**src/hdl/clock_calendar_set_editor_defines.svh**
```systemverilog
// Assertion macros for the clock/calendar set editor.
// Included by the top level; no other dependencies.
`ifndef CLOCK_CALENDAR_SET_EDITOR_DEFINES_SVH
`define CLOCK_CALENDAR_SET_EDITOR_DEFINES_SVH
`ifndef SYNTHESIS
`define CCSE_ASSERT_IMPL(label, clk, rst_n, ante, cons) \
    label: assert property (@(posedge clk) disable iff (!rst_n) (ante) |-> (cons)) \
        else $error("clock_calendar_set_editor: assertion failed");
`define CCSE_ASSERT_NEXT(label, clk, rst_n, ante, cons) \
    label: assert property (@(posedge clk) disable iff (!rst_n) (ante) |=> (cons)) \
        else $error("clock_calendar_set_editor: assertion failed");
`else
`define CCSE_ASSERT_IMPL(label, clk, rst_n, ante, cons)
`define CCSE_ASSERT_NEXT(label, clk, rst_n, ante, cons)
`endif
`endif

```
**src/hdl/ccse_pkg.sv**
```systemverilog
// Types, codes and helpers for the clock/calendar set editor.
// No dependencies.
package ccse_pkg;

    localparam int unsigned IN_DATA_W  = 32;
    localparam int unsigned OUT_DATA_W = 40;
    localparam int unsigned MODE_W     = 3;
    localparam logic [31:0] TIMEOUT_RESET = 32'd10000;

    typedef enum logic [2:0] {
        MODE_TICK  = 3'd0,
        MODE_LEFT  = 3'd1,
        MODE_RIGHT = 3'd2,
        MODE_UP    = 3'd3,
        MODE_DOWN  = 3'd4,
        MODE_LOAD  = 3'd5
    } mode_t;

    typedef enum logic [2:0] {
        SEL_HOUR   = 3'd0,
        SEL_MINUTE = 3'd1,
        SEL_PM     = 3'd2,
        SEL_MONTH  = 3'd3,
        SEL_DAY    = 3'd4,
        SEL_YEAR   = 3'd5
    } sel_t;

    // Load fields as packed in the input tdata, hour in the low bits.
    typedef struct packed {
        logic [6:0] year;
        logic [4:0] day;
        logic [3:0] month;
        logic       pm;
        logic [5:0] minute;
        logic [3:0] hour;
    } load_t;

    typedef struct packed {
        logic [3:0] hour;
        logic [5:0] minute;
        logic       pm;
        logic [3:0] month;
        logic [4:0] day;
        logic [6:0] year;
        sel_t       sel;
    } state_t;

    // Month length; an invalid month counts as January. Leap when year mod 4 is 0.
    function automatic logic [4:0] days_of(input logic [3:0] month, input logic [6:0] year);
        logic [4:0] n;
        begin
            case (month)
                4'd2:    n = (year[1:0] == 2'd0) ? 5'd29 : 5'd28;
                4'd4:    n = 5'd30;
                4'd6:    n = 5'd30;
                4'd9:    n = 5'd30;
                4'd11:   n = 5'd30;
                default: n = 5'd31;
            endcase
            return n;
        end
    endfunction

endpackage

```
**src/hdl/clock_calendar_set_editor.sv**
```systemverilog
// Clock/calendar set editor. Every accepted item (tick, left, right, up, down, load
// or a no-op spare) updates the settings and yields exactly one result item in the
// cycle after, held in an output register. The update is a single pass of logic
// between the settings registers and that output register, so one item is accepted
// in every cycle while the result side is ready; a stalled result blocks only the
// next item. Timeout compares the saturating 32-bit idle counter, after the item's
// update, against timeout_ticks. Uses ccse_pkg, ccse_step and the defines header.
`include "clock_calendar_set_editor_defines.svh"

module clock_calendar_set_editor
(
    input  logic                               clk,
    input  logic                               rst_n,
    input  logic                               cfg_wr_en,
    input  logic [31:0]                        cfg_wr_data,   // timeout_ticks
    input  logic                               s_axis_tvalid,
    output logic                               s_axis_tready,
    // load_hour[3:0] load_minute[9:4] load_pm[10] load_month[14:11]
    // load_day[19:15] load_year[26:20]
    input  logic [ccse_pkg::IN_DATA_W-1:0]     s_axis_tdata,
    input  logic [ccse_pkg::MODE_W-1:0]        s_axis_tuser,  // mode[2:0]
    output logic                               m_axis_tvalid,
    input  logic                               m_axis_tready,
    // hour[3:0] minute[9:4] pm[10] month[14:11] day[19:15] year[26:20]
    // selected[29:27] hour_24[34:30] timed_out[35]
    output logic [ccse_pkg::OUT_DATA_W-1:0]    m_axis_tdata
);

    ccse_pkg::state_t                  state_reg;
    ccse_pkg::state_t                  state_next;
    ccse_pkg::mode_t                   mode;
    ccse_pkg::load_t                   load;
    logic [31:0]                       timeout_reg;
    logic [31:0]                       idle_count_reg;
    logic [31:0]                       idle_count_next;
    logic                              m_valid_reg;
    logic [ccse_pkg::OUT_DATA_W-1:0]   m_data_reg;
    logic [ccse_pkg::OUT_DATA_W-1:0]   m_data_next;
    logic [4:0]                        hour_24;
    logic                              timed_out;
    logic                              s_acc;
    logic [4:0]                        day_max;
    logic                              edit_acc;

    assign mode          = ccse_pkg::mode_t'(s_axis_tuser);
    assign load          = ccse_pkg::load_t'(s_axis_tdata[$bits(ccse_pkg::load_t)-1:0]);
    assign s_axis_tready = ~m_valid_reg | m_axis_tready;
    assign s_acc         = s_axis_tvalid & s_axis_tready;
    assign m_axis_tvalid = m_valid_reg;
    assign m_axis_tdata  = m_data_reg;

    ccse_step u_step
    (
        .cur     (state_reg),
        .mode    (mode),
        .load    (load),
        .nxt     (state_next),
        .hour_24 (hour_24)
    );

    always_comb
    begin
        case (mode)
            ccse_pkg::MODE_TICK:
                idle_count_next = (idle_count_reg == 32'hFFFF_FFFF) ?
                                  idle_count_reg : idle_count_reg + 32'd1;
            ccse_pkg::MODE_LEFT,
            ccse_pkg::MODE_RIGHT,
            ccse_pkg::MODE_UP,
            ccse_pkg::MODE_DOWN,
            ccse_pkg::MODE_LOAD:
                idle_count_next = 32'd0;
            default:
                idle_count_next = idle_count_reg;
        endcase
    end

    assign timed_out   = idle_count_next > timeout_reg;
    assign m_data_next = {4'b0, timed_out, hour_24, state_next.sel, state_next.year,
                          state_next.day, state_next.month, state_next.pm,
                          state_next.minute, state_next.hour};

    always_ff @(posedge clk or negedge rst_n)
    begin
        if (!rst_n)
        begin
            state_reg      <= '{hour: 4'd12, minute: 6'd0, pm: 1'b0, month: 4'd1,
                                day: 5'd1, year: 7'd0, sel: ccse_pkg::SEL_HOUR};
            idle_count_reg <= 32'd0;
            timeout_reg    <= ccse_pkg::TIMEOUT_RESET;
            m_valid_reg    <= 1'b0;
        end
        else
        begin
            if (cfg_wr_en)
            begin
                timeout_reg <= cfg_wr_data;
            end
            if (s_acc)
            begin
                state_reg      <= state_next;
                idle_count_reg <= idle_count_next;
                m_valid_reg    <= 1'b1;
            end
            else if (m_axis_tready)
            begin
                m_valid_reg <= 1'b0;
            end
        end
    end

    always_ff @(posedge clk)
    begin
        if (s_acc)
        begin
            m_data_reg <= m_data_next;
        end
    end

    assign day_max  = ccse_pkg::days_of(state_reg.month, state_reg.year);
    assign edit_acc = s_acc && mode != ccse_pkg::MODE_TICK &&
                      s_axis_tuser <= ccse_pkg::MODE_LOAD;

    `CCSE_ASSERT_IMPL(a_day_nonzero, clk, rst_n, 1'b1, state_reg.day != 5'd0)
    `CCSE_ASSERT_IMPL(a_day_max, clk, rst_n, 1'b1, state_reg.day <= day_max)
    `CCSE_ASSERT_IMPL(a_sel_range, clk, rst_n, 1'b1, (state_reg.sel <= ccse_pkg::SEL_YEAR))
    `CCSE_ASSERT_NEXT(a_result_after_item, clk, rst_n, s_acc, m_valid_reg)
    `CCSE_ASSERT_NEXT(a_idle_clear, clk, rst_n, edit_acc, (idle_count_reg == 32'd0))

endmodule

```
**src/hdl/ccse_step.sv**
```systemverilog
// Next-state logic of the set editor: selection, field stepping with carries,
// load clamping and day clamping, plus 24-hour conversion. Uses ccse_pkg.
module ccse_step
(
    input  ccse_pkg::state_t cur,
    input  ccse_pkg::mode_t  mode,
    input  ccse_pkg::load_t  load,
    output ccse_pkg::state_t nxt,
    output logic [4:0]       hour_24
);

    ccse_pkg::state_t st;
    logic [4:0]       dim_cur;
    logic [4:0]       dim_new;

    assign dim_cur = ccse_pkg::days_of(cur.month, cur.year);
    assign dim_new = ccse_pkg::days_of(st.month, st.year);

    always_comb
    begin
        st = cur;
        case (mode)
            ccse_pkg::MODE_LEFT:
            begin
                case (cur.sel)
                    ccse_pkg::SEL_MINUTE: st.sel = ccse_pkg::SEL_HOUR;
                    ccse_pkg::SEL_PM:     st.sel = ccse_pkg::SEL_MINUTE;
                    ccse_pkg::SEL_MONTH:  st.sel = ccse_pkg::SEL_PM;
                    ccse_pkg::SEL_DAY:    st.sel = ccse_pkg::SEL_MONTH;
                    ccse_pkg::SEL_YEAR:   st.sel = ccse_pkg::SEL_DAY;
                    default:              st.sel = ccse_pkg::SEL_YEAR;
                endcase
            end
            ccse_pkg::MODE_RIGHT:
            begin
                case (cur.sel)
                    ccse_pkg::SEL_HOUR:   st.sel = ccse_pkg::SEL_MINUTE;
                    ccse_pkg::SEL_MINUTE: st.sel = ccse_pkg::SEL_PM;
                    ccse_pkg::SEL_PM:     st.sel = ccse_pkg::SEL_MONTH;
                    ccse_pkg::SEL_MONTH:  st.sel = ccse_pkg::SEL_DAY;
                    ccse_pkg::SEL_DAY:    st.sel = ccse_pkg::SEL_YEAR;
                    default:              st.sel = ccse_pkg::SEL_HOUR;
                endcase
            end
            ccse_pkg::MODE_UP:
            begin
                case (cur.sel)
                    ccse_pkg::SEL_HOUR:
                        st.hour = (cur.hour >= 4'd12) ? 4'd1 : cur.hour + 4'd1;
                    ccse_pkg::SEL_MINUTE:
                        st.minute = (cur.minute >= 6'd59) ? 6'd0 : cur.minute + 6'd1;
                    ccse_pkg::SEL_PM:
                        st.pm = ~cur.pm;
                    ccse_pkg::SEL_MONTH:
                        st.month = (cur.month >= 4'd12) ? 4'd1 : cur.month + 4'd1;
                    ccse_pkg::SEL_DAY:
                    begin
                        if (cur.day >= dim_cur)
                        begin
                            st.day = 5'd1;
                            if (cur.month >= 4'd12)
                            begin
                                st.month = 4'd1;
                                if (cur.year < 7'd99)
                                begin
                                    st.year = cur.year + 7'd1;
                                end
                            end
                            else
                            begin
                                st.month = cur.month + 4'd1;
                            end
                        end
                        else
                        begin
                            st.day = cur.day + 5'd1;
                        end
                    end
                    ccse_pkg::SEL_YEAR:
                        st.year = (cur.year < 7'd99) ? cur.year + 7'd1 : cur.year;
                    default: ;
                endcase
            end
            ccse_pkg::MODE_DOWN:
            begin
                case (cur.sel)
                    ccse_pkg::SEL_HOUR:
                        st.hour = (cur.hour <= 4'd1) ? 4'd12 : cur.hour - 4'd1;
                    ccse_pkg::SEL_MINUTE:
                        st.minute = (cur.minute == 6'd0) ? 6'd59 : cur.minute - 6'd1;
                    ccse_pkg::SEL_PM:
                        st.pm = ~cur.pm;
                    ccse_pkg::SEL_MONTH:
                        st.month = (cur.month <= 4'd1) ? 4'd12 : cur.month - 4'd1;
                    ccse_pkg::SEL_DAY:
                    begin
                        if (cur.day <= 5'd1)
                        begin
                            if (cur.month <= 4'd1)
                            begin
                                st.month = 4'd12;
                                if (cur.year > 7'd0)
                                begin
                                    st.year = cur.year - 7'd1;
                                end
                            end
                            else
                            begin
                                st.month = cur.month - 4'd1;
                            end
                            // the clamp below trims this to the new month's last day
                            st.day = 5'd31;
                        end
                        else
                        begin
                            st.day = cur.day - 5'd1;
                        end
                    end
                    ccse_pkg::SEL_YEAR:
                        st.year = (cur.year > 7'd0) ? cur.year - 7'd1 : cur.year;
                    default: ;
                endcase
            end
            ccse_pkg::MODE_LOAD:
            begin
                st.hour   = (load.hour == 4'd0 || load.hour > 4'd12) ? 4'd12 : load.hour;
                st.minute = (load.minute > 6'd59) ? 6'd59 : load.minute;
                st.pm     = load.pm;
                st.month  = (load.month == 4'd0) ? 4'd1 :
                            ((load.month > 4'd12) ? 4'd12 : load.month);
                st.day    = (load.day == 5'd0) ? 5'd1 : load.day;
                st.year   = (load.year > 7'd99) ? 7'd99 : load.year;
            end
            default: ;
        endcase
    end

    // Day clamp to the month length after every change.
    always_comb
    begin
        nxt = st;
        if (st.day > dim_new)
        begin
            nxt.day = dim_new;
        end
        else if (st.day == 5'd0)
        begin
            nxt.day = 5'd1;
        end
    end

    always_comb
    begin
        if (nxt.pm)
        begin
            hour_24 = (nxt.hour == 4'd12) ? 5'd12 : {1'b0, nxt.hour} + 5'd12;
        end
        else
        begin
            hour_24 = (nxt.hour == 4'd12) ? 5'd0 : {1'b0, nxt.hour};
        end
    end

endmodule

```
**config.mk**
```make
export PLATFORM = sky130hd
export DESIGN_NAME = clock_calendar_set_editor
export DESIGN_NICKNAME = d
export VERILOG_FILES = /design/src/hdl/ccse_pkg.sv /design/src/hdl/clock_calendar_set_editor.sv /design/src/hdl/ccse_step.sv
export VERILOG_INCLUDE_DIRS = /design/src /design/src/hdl
export SDC_FILE = /design/constraint.sdc
export NUM_CORES = 1
export LEC_CHECK = 0
export ABC_AREA = 1
export ABC_CLOCK_PERIOD_IN_PS = 4300
export BUFFER_PORTS_ARGS = -buffer_cell sky130_fd_sc_hd__clkbuf_2
export CELL_PAD_IN_SITES_DETAIL_PLACEMENT = 0
export CELL_PAD_IN_SITES_GLOBAL_PLACEMENT = 1
export CORE_UTILIZATION = 43
export DETAILED_ROUTE_END_ITERATION = 10
export PLACE_DENSITY_LB_ADDON = 0.1
export SYNTH_ARGS = -nofsm -noshare
export SYNTH_HDL_FRONTEND = slang
export SYNTH_HIERARCHICAL = 1
export SYNTH_SLANG_ARGS = --single-unit
```
**constraint.sdc**
```tcl
create_clock -name clk -period 4.3 [get_ports clk]
set_input_delay 1.29 -clock clk [delete_from_list [all_inputs] [get_ports clk]]
set_output_delay 1.29 -clock clk [all_outputs]
set_load 0.01 [all_outputs]
```
==> impl_metrics.tcl, run 1 <==
set metrics [dict create \
    worst_ir_drop_vdd_v 0.000230 \
    hold_path_class "flip-flop to flip-flop" \
    min_path_cells 2 \
    hold_ws_ps 493 \
    grt_pass1_wl_microns 44200 \
    antenna_found_initial 0 \
    crit_required_ps 4670 \
    tightest_slew_ps 962 \
    route.detailed.drc 0 \
    power_mw 4.68 \
    drive_gt1_share_pct 15.8 \
    final_cell_mix "470 x nand2_1, 151 x inv_1, 104 x nor2_1, 103 x nand3_1, 103 x clkbuf_2" \
    grt_usage_pct 23.2 \
    synthSimpleGateAreaFrac_pct 36.4 \
    via_count 9415 \
    io-pin-count 114 \
    synthCells 1424 \
    reg2reg_from "state_reg[15]$_DFFE_PN1P_" \
    synth_compound_area_share_pct 11.0 \
    ys_types 61 \
    hold_viol_final 0 \
    synth_top_family_by_area "simple AND/OR/NAND/NOR gates" \
    crit_top_cell "nand2_1" \
    worstHoldStart "state_reg[29]$_DFFE_PN1P_" \
    largest_register_ffs 36 \
    final_antenna_net_count 0 \
    fp.dieW_microns 154 \
    area_growth_pct 13.1 \
    synthesis.area_sq_um 9970 \
    drtIter0Drc 608 \
    wire_per_inst_microns 14.7 \
    cts_sinks 131 \
    finalMaxSlewViolations 0 \
    instances_no_fill 1814 \
    finalSetupViolCount 0 \
    worstSetupPathType "flip-flop to flip-flop" \
    skew_ps 12.0 \
    synthAdderAreaFrac_pct 6.90 \
    cap_violations 0 \
    fin_area_sq_um 11300 \
    yosysSeqAreaShare_pct 34.8 \
    layout_commonest_cell "nand2_1" \
    grt_max_degree 69 \
    h-tree-depth 4 \
    placed_cells_incl_taps 1780 \
    diodes 0 \
    cts_root_buf "clkbuf_16" \
    worstSetupEndpointType "flip-flop" \
    syn_area_per_cell_sq_um 7.00 \
    max_freq_ghz 0.259 \
    dp_slack_ps 130 \
    synth_warnings 6 \
    cts_tree "done" \
    start_util_pct 43.9 \
    clock_path_buffers 2 \
    timing.final.crit_share_pct 89.9 \
    clock_latency_ps 430 \
    crit_path_start_kind "flip-flop" \
    drtPass1Iterations 5 \
    portBuffers 104 \
    dieArea_sq_um 23800 \
    rows 55 \
    p_leak_nw 5.67 \
    coreArea_sq_um 22700 \
    place_area_sq_um 10700 \
    cts_hold_buf 0 \
    slowest_delay_ps 600 \
    wl_microns 26600 \
    vias_per_cell 5.19 \
    timing.final.ws_setup_ps 436 \
    numCtsBuffers 17 \
    dpl.hpwl_microns 19300 \
    timing.critical_path.from "state_reg[15]$_DFFE_PN1P_" \
    powerDensity_nw_per_um2 415 \
    grt_pass1_vias 8732 \
    fin_crit_ps 3860 \
    grt.overflow.total 0 \
    fin_util_pct 49.7 \
    outcome "complete, no violations" \
    slew_headroom_pct 35.9 \
    synth_xor_area_share_pct 1.32 \
    crit_slowest_cell "dfstp_2" \
    gp_congestion 0.898 \
    nets 1643 \
    muxShareOfSynthArea_pct 0.113 \
    clk_pin_slew_worst_paths_ps 70 \
    synth-seq-cells 131 \
    reg2reg_depth 29 \
    cp_max_fo 7 \
    r2r_slack_ps 440 \
    cp.arrival_ps 4230 \
    rsz0062_at_grt "false" \
    die-height_microns 154 \
    tns_ps 0 \
]
[kinds of logic after synthesis]
| kind of cell | Yosys count |
|---|---|
| AND/OR/NAND/NOR | 816 |
| buffers and inverters | 221 |
| AO/OA/AOI/OAI | 184 |
| flip-flops | 131 |
| adder cells (fa/ha/maj) | 55 |
| XOR/XNOR | 15 |
| other | 1 |
| multiplexers | 1 |
[synthesized netlist by cell type, drive strengths merged]
| master | number | area, sq um |
|---|---|---|
| nand2 | 484 | 1860 |
| inv | 167 | 632 |
| nor2 | 122 | 542 |
| nand3 | 111 | 626 |
| dfrtp | 86 | 2150 |
| o21ai | 82 | 425 |
| a21oi | 58 | 324 |
| ha | 55 | 688 |
| nand4 | 45 | 294 |
| edfxtp | 36 | 1080 |
| buf | 29 | 213 |
| nor3 | 29 | 150 |
| clkbuf | 23 | 87.6 |
| and3 | 14 | 87.6 |
| xor2 | 12 | 105 |
| a21boi | 9 | 67.6 |
| dfstp | 9 | 236 |
| o211ai | 7 | 52.6 |
| a31oi | 6 | 37.5 |
| o2111ai | 4 | 41.3 |
| or2 | 4 | 25.0 |
| o221ai | 3 | 32.5 |
| o22ai | 3 | 18.8 |
| xnor2 | 3 | 26.3 |
| a32oi | 2 | 17.5 |
| and2 | 2 | 12.5 |
| clkinv | 2 | 7.51 |
| nand3b | 2 | 15.0 |
| nor4 | 2 | 12.5 |
| o21a | 2 | 15.0 |
| o31ai | 2 | 15.0 |
| a21o | 1 | 7.51 |
| a221o | 1 | 10.0 |
| a22oi | 1 | 7.51 |
| a41oi | 1 | 8.76 |
| conb | 1 | 3.75 |
| mux2 | 1 | 11.3 |
| nor3b | 1 | 7.51 |
| o21bai | 1 | 7.51 |
| o32ai | 1 | 8.76 |
[path summary, 6_finish.rpt]
| kind | endpoint |
|---|---|
| worst min register to register | state_reg[29]$_DFFE_PN1P_ |
| worst max-delay path | state_reg[10]$_DFFE_PN1P_ |
| worst max register to register | state_reg[10]$_DFFE_PN1P_ |
| worst min-delay path | state_reg[29]$_DFFE_PN1P_ |
| max in group asynchronous | state_reg[28]$_DFFE_PN1P_ |
| min in group asynchronous | timeout_reg[6]$_DFFE_PN0P_ |
[final cells by class]
type,count,area (sq um)
clock buffers,20,467
clock inverters,12,92.6
fillers,2268,11400
inverters,169,641
multi-input cells,1075,5580
flip-flops and latches,131,3470
well taps,285,357
repair buffers,122,671
[worst max-delay path: cells and delay by family, from the launching register on]
family | cells | cell delay (ps)
AOI/OAI and AO/OA | 4 | 560
and+or+nand+nor | 19 | 1690
adders and majority gates | 3 | 720
buffers and inverters | 3 | 240
DFF | 1 | 600
[per-layer routing]
metal	vias up	part of all wire, %	track usage (%)	wire [microns]
met5	-	0	0	0
met4	0	0.80	4.57	212
met3	14	4.7	4.15	1240
met2	228	44	36.2	11700
met1	4315	51	33.7	13500
li1	4858	-	-	-
[power breakdown]
part	internal (mW)	switching [mW]
clock network	0.794	0.620
registers	1.52	0.219
logic	0.525	1.00
total	2.84	1.84
[timing repair]
item                       4_1_cts  5_1_grt
buffers inserted                 0        2
setup endpoints to repair        0        3
resized for setup                0        1
No activity file was read; power rests on OpenSTA's default activity.
==> inputs of run 2 (changes only) <==
- CORE_MARGIN: not set -> 2
- SLEW_MARGIN: not set -> 20
==> run 2 against run 1 <==
Net effect: count of clock-buffer cells in the layout rose by 3; worst hold slack improved by 1.6 ps; maximum frequency rose by 0.65%; largest power group unchanged; largest cell class unchanged; combinational power about the same; die area up 2.6%; clock skew down 2.6 ps; final cell count decreased by 0.11%; power up 4.1%; sequential power about the same; sequential cell count unchanged; core utilization up 0.31 points; critical endpoint unchanged.
==> impl_metrics.tcl, run 2 (synthesis results as in run 1) <==
set metrics [dict create \
    final_cell_mix "470 x nand2_1, 151 x inv_1, 104 x nor2_1, 103 x nand3_1, 102 x clkbuf_2" \
    finalMaxSlewViolations 0 \
    worst_ir_drop_vdd_v 0.000214 \
    powerDensity_nw_per_um2 429 \
    cp.arrival_ps 4210 \
    antenna_found_initial 0 \
    grt_usage_pct 23.0 \
    cts_root_buf "clkbuf_16" \
    dieArea_sq_um 24400 \
    slowest_delay_ps 590 \
    fin_crit_ps 3840 \
    die-height_microns 156 \
    vias_per_cell 5.20 \
    grt_pass1_wl_microns 44600 \
    gp_congestion 0.909 \
    nets 1641 \
    cts_tree "done" \
    cts_setup_buffers 0 \
    drtPass1Iterations 5 \
    clk_pin_slew_worst_paths_ps 70 \
    hold_viol_final 0 \
    p_leak_nw 5.69 \
    worstSetupPathType "flip-flop to flip-flop" \
    skew_ps 9.40 \
    crit_required_ps 4680 \
    timing.final.crit_share_pct 89.3 \
    cts_sinks 131 \
    rsz0062_at_grt "false" \
    grt_pass1_vias 8737 \
    coreArea_sq_um 22700 \
    final_antenna_net_count 0 \
    grt_max_degree 64 \
    max_freq_ghz 0.260 \
    io-pin-count 114 \
    wire_per_inst_microns 14.9 \
    fillers 2335 \
    finalSetupViolCount 0 \
    layout_commonest_cell "nand2_1" \
    outcome "complete, no violations" \
    cts_resized 0 \
    grt.overflow.total 0 \
    area_growth_pct 13.8 \
    via_count 9427 \
    rows 55 \
    diodes 0 \
    wl_microns 27100 \
    tns_ps 0 \
    hold_path_class "flip-flop to flip-flop" \
    route.detailed.drc 0 \
    crit_path_start_kind "flip-flop" \
    drive_gt1_share_pct 15.7 \
    dpl.hpwl_microns 19600 \
    largest_register_ffs 36 \
    tightest_slew_ps 913 \
    cp_max_fo 7 \
    drtIter0Drc 603 \
    clock_path_buffers 2 \
    start_util_pct 43.9 \
    slew_headroom_pct 39.2 \
    ff_latch_area_sq_um 3470 \
    fp.dieW_microns 156 \
    cap_violations 0 \
    h-tree-depth 4 \
    numCtsBuffers 17 \
    clock_latency_ps 430 \
    portBuffers 104 \
    power_mw 4.87 \
    crit_slowest_cell "dfstp_2" \
    cts_hold_buf 0 \
    worstSetupEndpointType "flip-flop" \
    crit_top_cell "nand2_1" \
    multiInputGateArea_sq_um 5590 \
]
run 2: cell types whose count changed in the layout (fill, tap and decap cells not counted), sizes merged:
cell,delta
buf,-1
bufinv,+3
clkbuf,+2
clkinvlp,-1
inv,-5
run 2: worst max-delay path: cells and delay by family (launching register included):
kind / cells / cell delay [ps]
simple gates: 19 / 1650
fa+ha+maj: 3 / 720
flops: 1 / 590
compound gates: 4 / 570
buf+inv: 3 / 240
run 2: cell type report:
cell class                      count  area share, %
Multi-Input combinational cell   1075           49.2
Sequential cell                   131           30.6
Timing Repair Buffer              120           5.78
Inverter                          169           5.64
Clock buffer                       23           4.40
Tap cell                          285           3.14
Clock inverter                      9           1.25
run 2: report_power, final:
part           internal [mW]  switching, mW
registers               1.52          0.222
clock network           1.00          0.598
logic                  0.520           1.01
run 2: per-layer routing:
layer / vias up / share of wire (%) / track usage, %
met5: - / 0 / 0
met4: 0 / 0.68 / 5.37
met3: 14 / 5.1 / 3.52
met2: 231 / 44 / 36.0
met1: 4323 / 50 / 33.4
li1: 4859 / - / -
run 2: through the flow:
| step | instance area (sq um) | utilization, % | hold slack (ps) | setup slack, ps | cells |
|---|---|---|---|---|---|
| after floorplan | 9980 | - | 444 | 860 | 1427 |
| after global placement | 10700 | 47.1 | 483 | 188 | 1780 |
| after detailed placement | 10700 | 47.1 | 485 | 109 | 1780 |
| after CTS | 11300 | 49.9 | 496 | 393 | 1812 |
| after global routing | 11300 | 50.0 | 506 | 31.2 | 1812 |
| final | 11300 | 50.0 | 494 | 461 | 1812 |
run 2: final timing paths:
| kind | start | cells past startpoint | end | slack, ps |
|---|---|---|---|---|
| setup / recovery | state_reg[15]$_DFFE_PN1P_ | 29 | state_reg[10]$_DFFE_PN1P_ | 460 |
| hold / removal | timeout_reg[9]$_DFFE_PN1P_ | 2 | timeout_reg[9]$_DFFE_PN1P_ | 490 |
| setup reg to reg | state_reg[15]$_DFFE_PN1P_ | 29 | state_reg[10]$_DFFE_PN1P_ | 460 |
| hold reg to reg | timeout_reg[9]$_DFFE_PN1P_ | 2 | timeout_reg[9]$_DFFE_PN1P_ | 490 |
| max in group asynchronous | rst_n | 2 | state_reg[15]$_DFFE_PN1P_ | 2630 |
| min in group asynchronous | rst_n | 1 | timeout_reg[6]$_DFFE_PN0P_ | 900 |
==> inputs of run 3 (changes only) <==
- CELL_PAD_IN_SITES_DETAIL_PLACEMENT: 0 -> not set
- CELL_PAD_IN_SITES_GLOBAL_PLACEMENT: 1 -> not set
- CORE_UTILIZATION: 43 -> 55
- PLACE_DENSITY: not set -> 0.76
- PLACE_DENSITY_LB_ADDON: 0.1 -> not set
- SLEW_MARGIN: 20 -> not set
- SYNTH_HIERARCHICAL: 1 -> not set
==> run 3 against run 2 <==
Net effect: maximum frequency decreased by 3.7%; power decreased by 1.7%; via count decreased by 5.8%; sequential power decreased by 3%; synthesized cell count decreased by 12%.
==> impl_metrics.tcl, run 3 <==
set metrics [dict create \
    final_cell_mix "289 x nand2_1, 177 x o21ai_0, 164 x inv_1, 103 x clkbuf_2, 85 x dfrtp_1" \
    synth-seq-cells 131 \
    dieArea_sq_um 17800 \
    fin_area_sq_um 10800 \
    grt_usage_pct 28.3 \
    powerDensity_nw_per_um2 443 \
    largest_register_ffs 36 \
    cts_sinks 131 \
    skew_ps 8.76 \
    netlist_top_cells_area "dfrtp_1 23%, nand2_1 12%, edfxtp_1 12%, o21ai_0 9.6%, ha_1 7.5%" \
    grt.overflow.total 0 \
    drtIter0Drc 884 \
    grt_pass1_wl_microns 40700 \
    numCtsBuffers 17 \
    cp.arrival_ps 4150 \
    timing.final.crit_share_pct 92.7 \
    io-pin-count 114 \
    crit_top_cell "nand2_1" \
    synth-main-ff-cell "dfrtp_1" \
    cts_hold_buf 0 \
    ys_async_sr_fraction_pct 72.5 \
    worst_ir_drop_vdd_v 0.000316 \
    crit_required_ps 4460 \
    finalMaxSlewViolations 0 \
    drive_gt1_share_pct 16.5 \
    fin_crit_ps 3990 \
    area_growth_pct 17.0 \
    antenna_found_initial 0 \
    via_count 8880 \
    cts_tree "done" \
    portBuffers 104 \
    worstSetupPathType "input port to flip-flop" \
    hold_path_class "flip-flop to flip-flop" \
    synthCells 1257 \
    synth_edf_count 36 \
    gp_congestion 0.976 \
    dp_slack_ps 20.0 \
    nets 1499 \
    power_mw 4.79 \
    crit_slowest_cell "or2_2" \
    clock_latency_ps 420 \
    yosys.cell_count.top_type "nand2_1" \
    finalSetupViolCount 0 \
    h-tree-depth 4 \
    place_area_sq_um 10100 \
    crit_chain "clkbuf_2, inv_2, nand2_1, nor2_1, or2_2, nor2_1, nand2_1, buf_4, o21ai_0, ha_1, nand2_1, inv_1, a221oi_1, nor2_1, o21ai_0, o2111ai_1, nand2_1, a21oi_1" \
    cts_root_buf "clkbuf_16" \
    syn_area_per_cell_sq_um 7.35 \
    tns_ps 0 \
    timing.final.ws_setup_ps 312 \
    grt_max_degree 67 \
    start_util_pct 55.9 \
    fp.dieW_microns 134 \
    rsz0062_at_grt "false" \
    crit_path_start_kind "input port" \
    grt_pass1_vias 8369 \
    rows 47 \
    tightest_slew_ps 941 \
    drtPass1Iterations 7 \
    coreArea_sq_um 16500 \
    route.detailed.drc 0 \
    clk_pin_slew_worst_paths_ps 60 \
    final_antenna_net_count 0 \
    worstSetupEndpointType "flip-flop" \
    synthTopCellsByCount "293 x nand2_1, 177 x o21ai_0, 166 x inv_1" \
    ys_types 56 \
    cp_max_fo 5 \
    synthesis.area_sq_um 9240 \
    layout_commonest_cell "nand2_1" \
    dpl.hpwl_microns 18200 \
    slew_headroom_pct 37.3 \
    p_leak_nw 5.10 \
    vias_per_cell 5.53 \
    yosys.area.top_type "dfrtp_1" \
    max_freq_ghz 0.251 \
    die-height_microns 134 \
    diodes 0 \
    wl_microns 24400 \
    fillers 1472 \
    synth_warnings 0 \
    cap_violations 0 \
    outcome "complete, no violations" \
    wire_per_inst_microns 15.2 \
    slowest_delay_ps 320 \
    clock_path_buffers 2 \
    hold_viol_final 0 \
    synth_top_cell_area_share_pct 23.3 \
    yosysSeqAreaShare_pct 37.6 \
]
## run 3: cell families (layout without fill, tap and decap cells)
group           count (synthesis)  after routing  synth area share (%)
compound gates                282            282                  16.8
buf+inv                       218            343                  9.32
mux                             1              1                 0.122
other cells                     1              4                0.0406
fa+ha+maj                      55             55                  7.45
simple gates                  535            535                  25.4
flops                         131            131                  37.6
xor+xnor                       34             34                  3.22
## run 3: what timing repair did
| action | 4_1_cts | 5_1_grt |
|---|---|---|
| buffers inserted | 0 | 2 |
| resized for setup | 0 | 15 |
| endpoints found under the setup margin | 0 | 4 |
## run 3: worst paths after layout
kind,startpoint,endpoint,slack [ps],cells after the start
worst max-delay path,s_axis_tuser[2],m_axis_tdata[35]$_DFFE_PP_,310,18
min in group asynchronous,rst_n,state_reg[20]$_DFFE_PN0P_,930,1
max in group asynchronous,rst_n,timeout_reg[10]$_DFFE_PN1P_,2520,2
worst min register to register,timeout_reg[8]$_DFFE_PN1P_,timeout_reg[8]$_DFFE_PN1P_,500,2
worst max register to register,state_reg[15]$_DFFE_PN1P_,m_axis_tdata[16]$_DFFE_PP_,390,29
worst min-delay path,timeout_reg[8]$_DFFE_PN1P_,timeout_reg[8]$_DFFE_PN1P_,500,2
## run 3: worst max-delay path, delay by kind of cell
kind | cells | cell delay, ps
AOI/OAI and AO/OA | 5 | 1150
and+or+nand+nor | 8 | 910
adders and majority gates | 1 | 320
buffers and inverters | 4 | 490
## run 3: metal layers
layer  wire, microns  global-route usage (%)  vias to the layer above
met4             598                    9.99                        0
met1           10600                    36.2                     4096
met3            1210                    4.83                       57
met2           12000                    48.3                      310
li1                -                       -                     4417
met5               0                       0                        -
## run 3: report_power, final
group | internal, mW | total (mW) | switching, mW
sequential | 1.51 | 1.68 | 0.170
combinational | 0.528 | 1.54 | 1.01
clock | 0.981 | 1.56 | 0.584
total | 3.02 | 4.79 | 1.76
## run 3: layout make-up
class	instances	area [sq um]	area share [%]
multi-input combinational	911	4970	45.9
sequential	131	3470	32.1
timing repair buffer	137	808	7.48
inverter	174	658	6.09
clock buffer	19	433	4.01
tap	220	275	2.55
clock inverter	13	196	1.82
## run 3: metrics by stage
stage / hold WS [ps] / utilization (%) / std cells
after floorplan: 465 / - / 1260
after global placement: 482 / 61.2 / 1571
after detailed placement: 496 / 61.2 / 1571
after CTS: 507 / 65.0 / 1603
after global routing: 544 / 65.4 / 1605
final: 500 / 65.4 / 1605
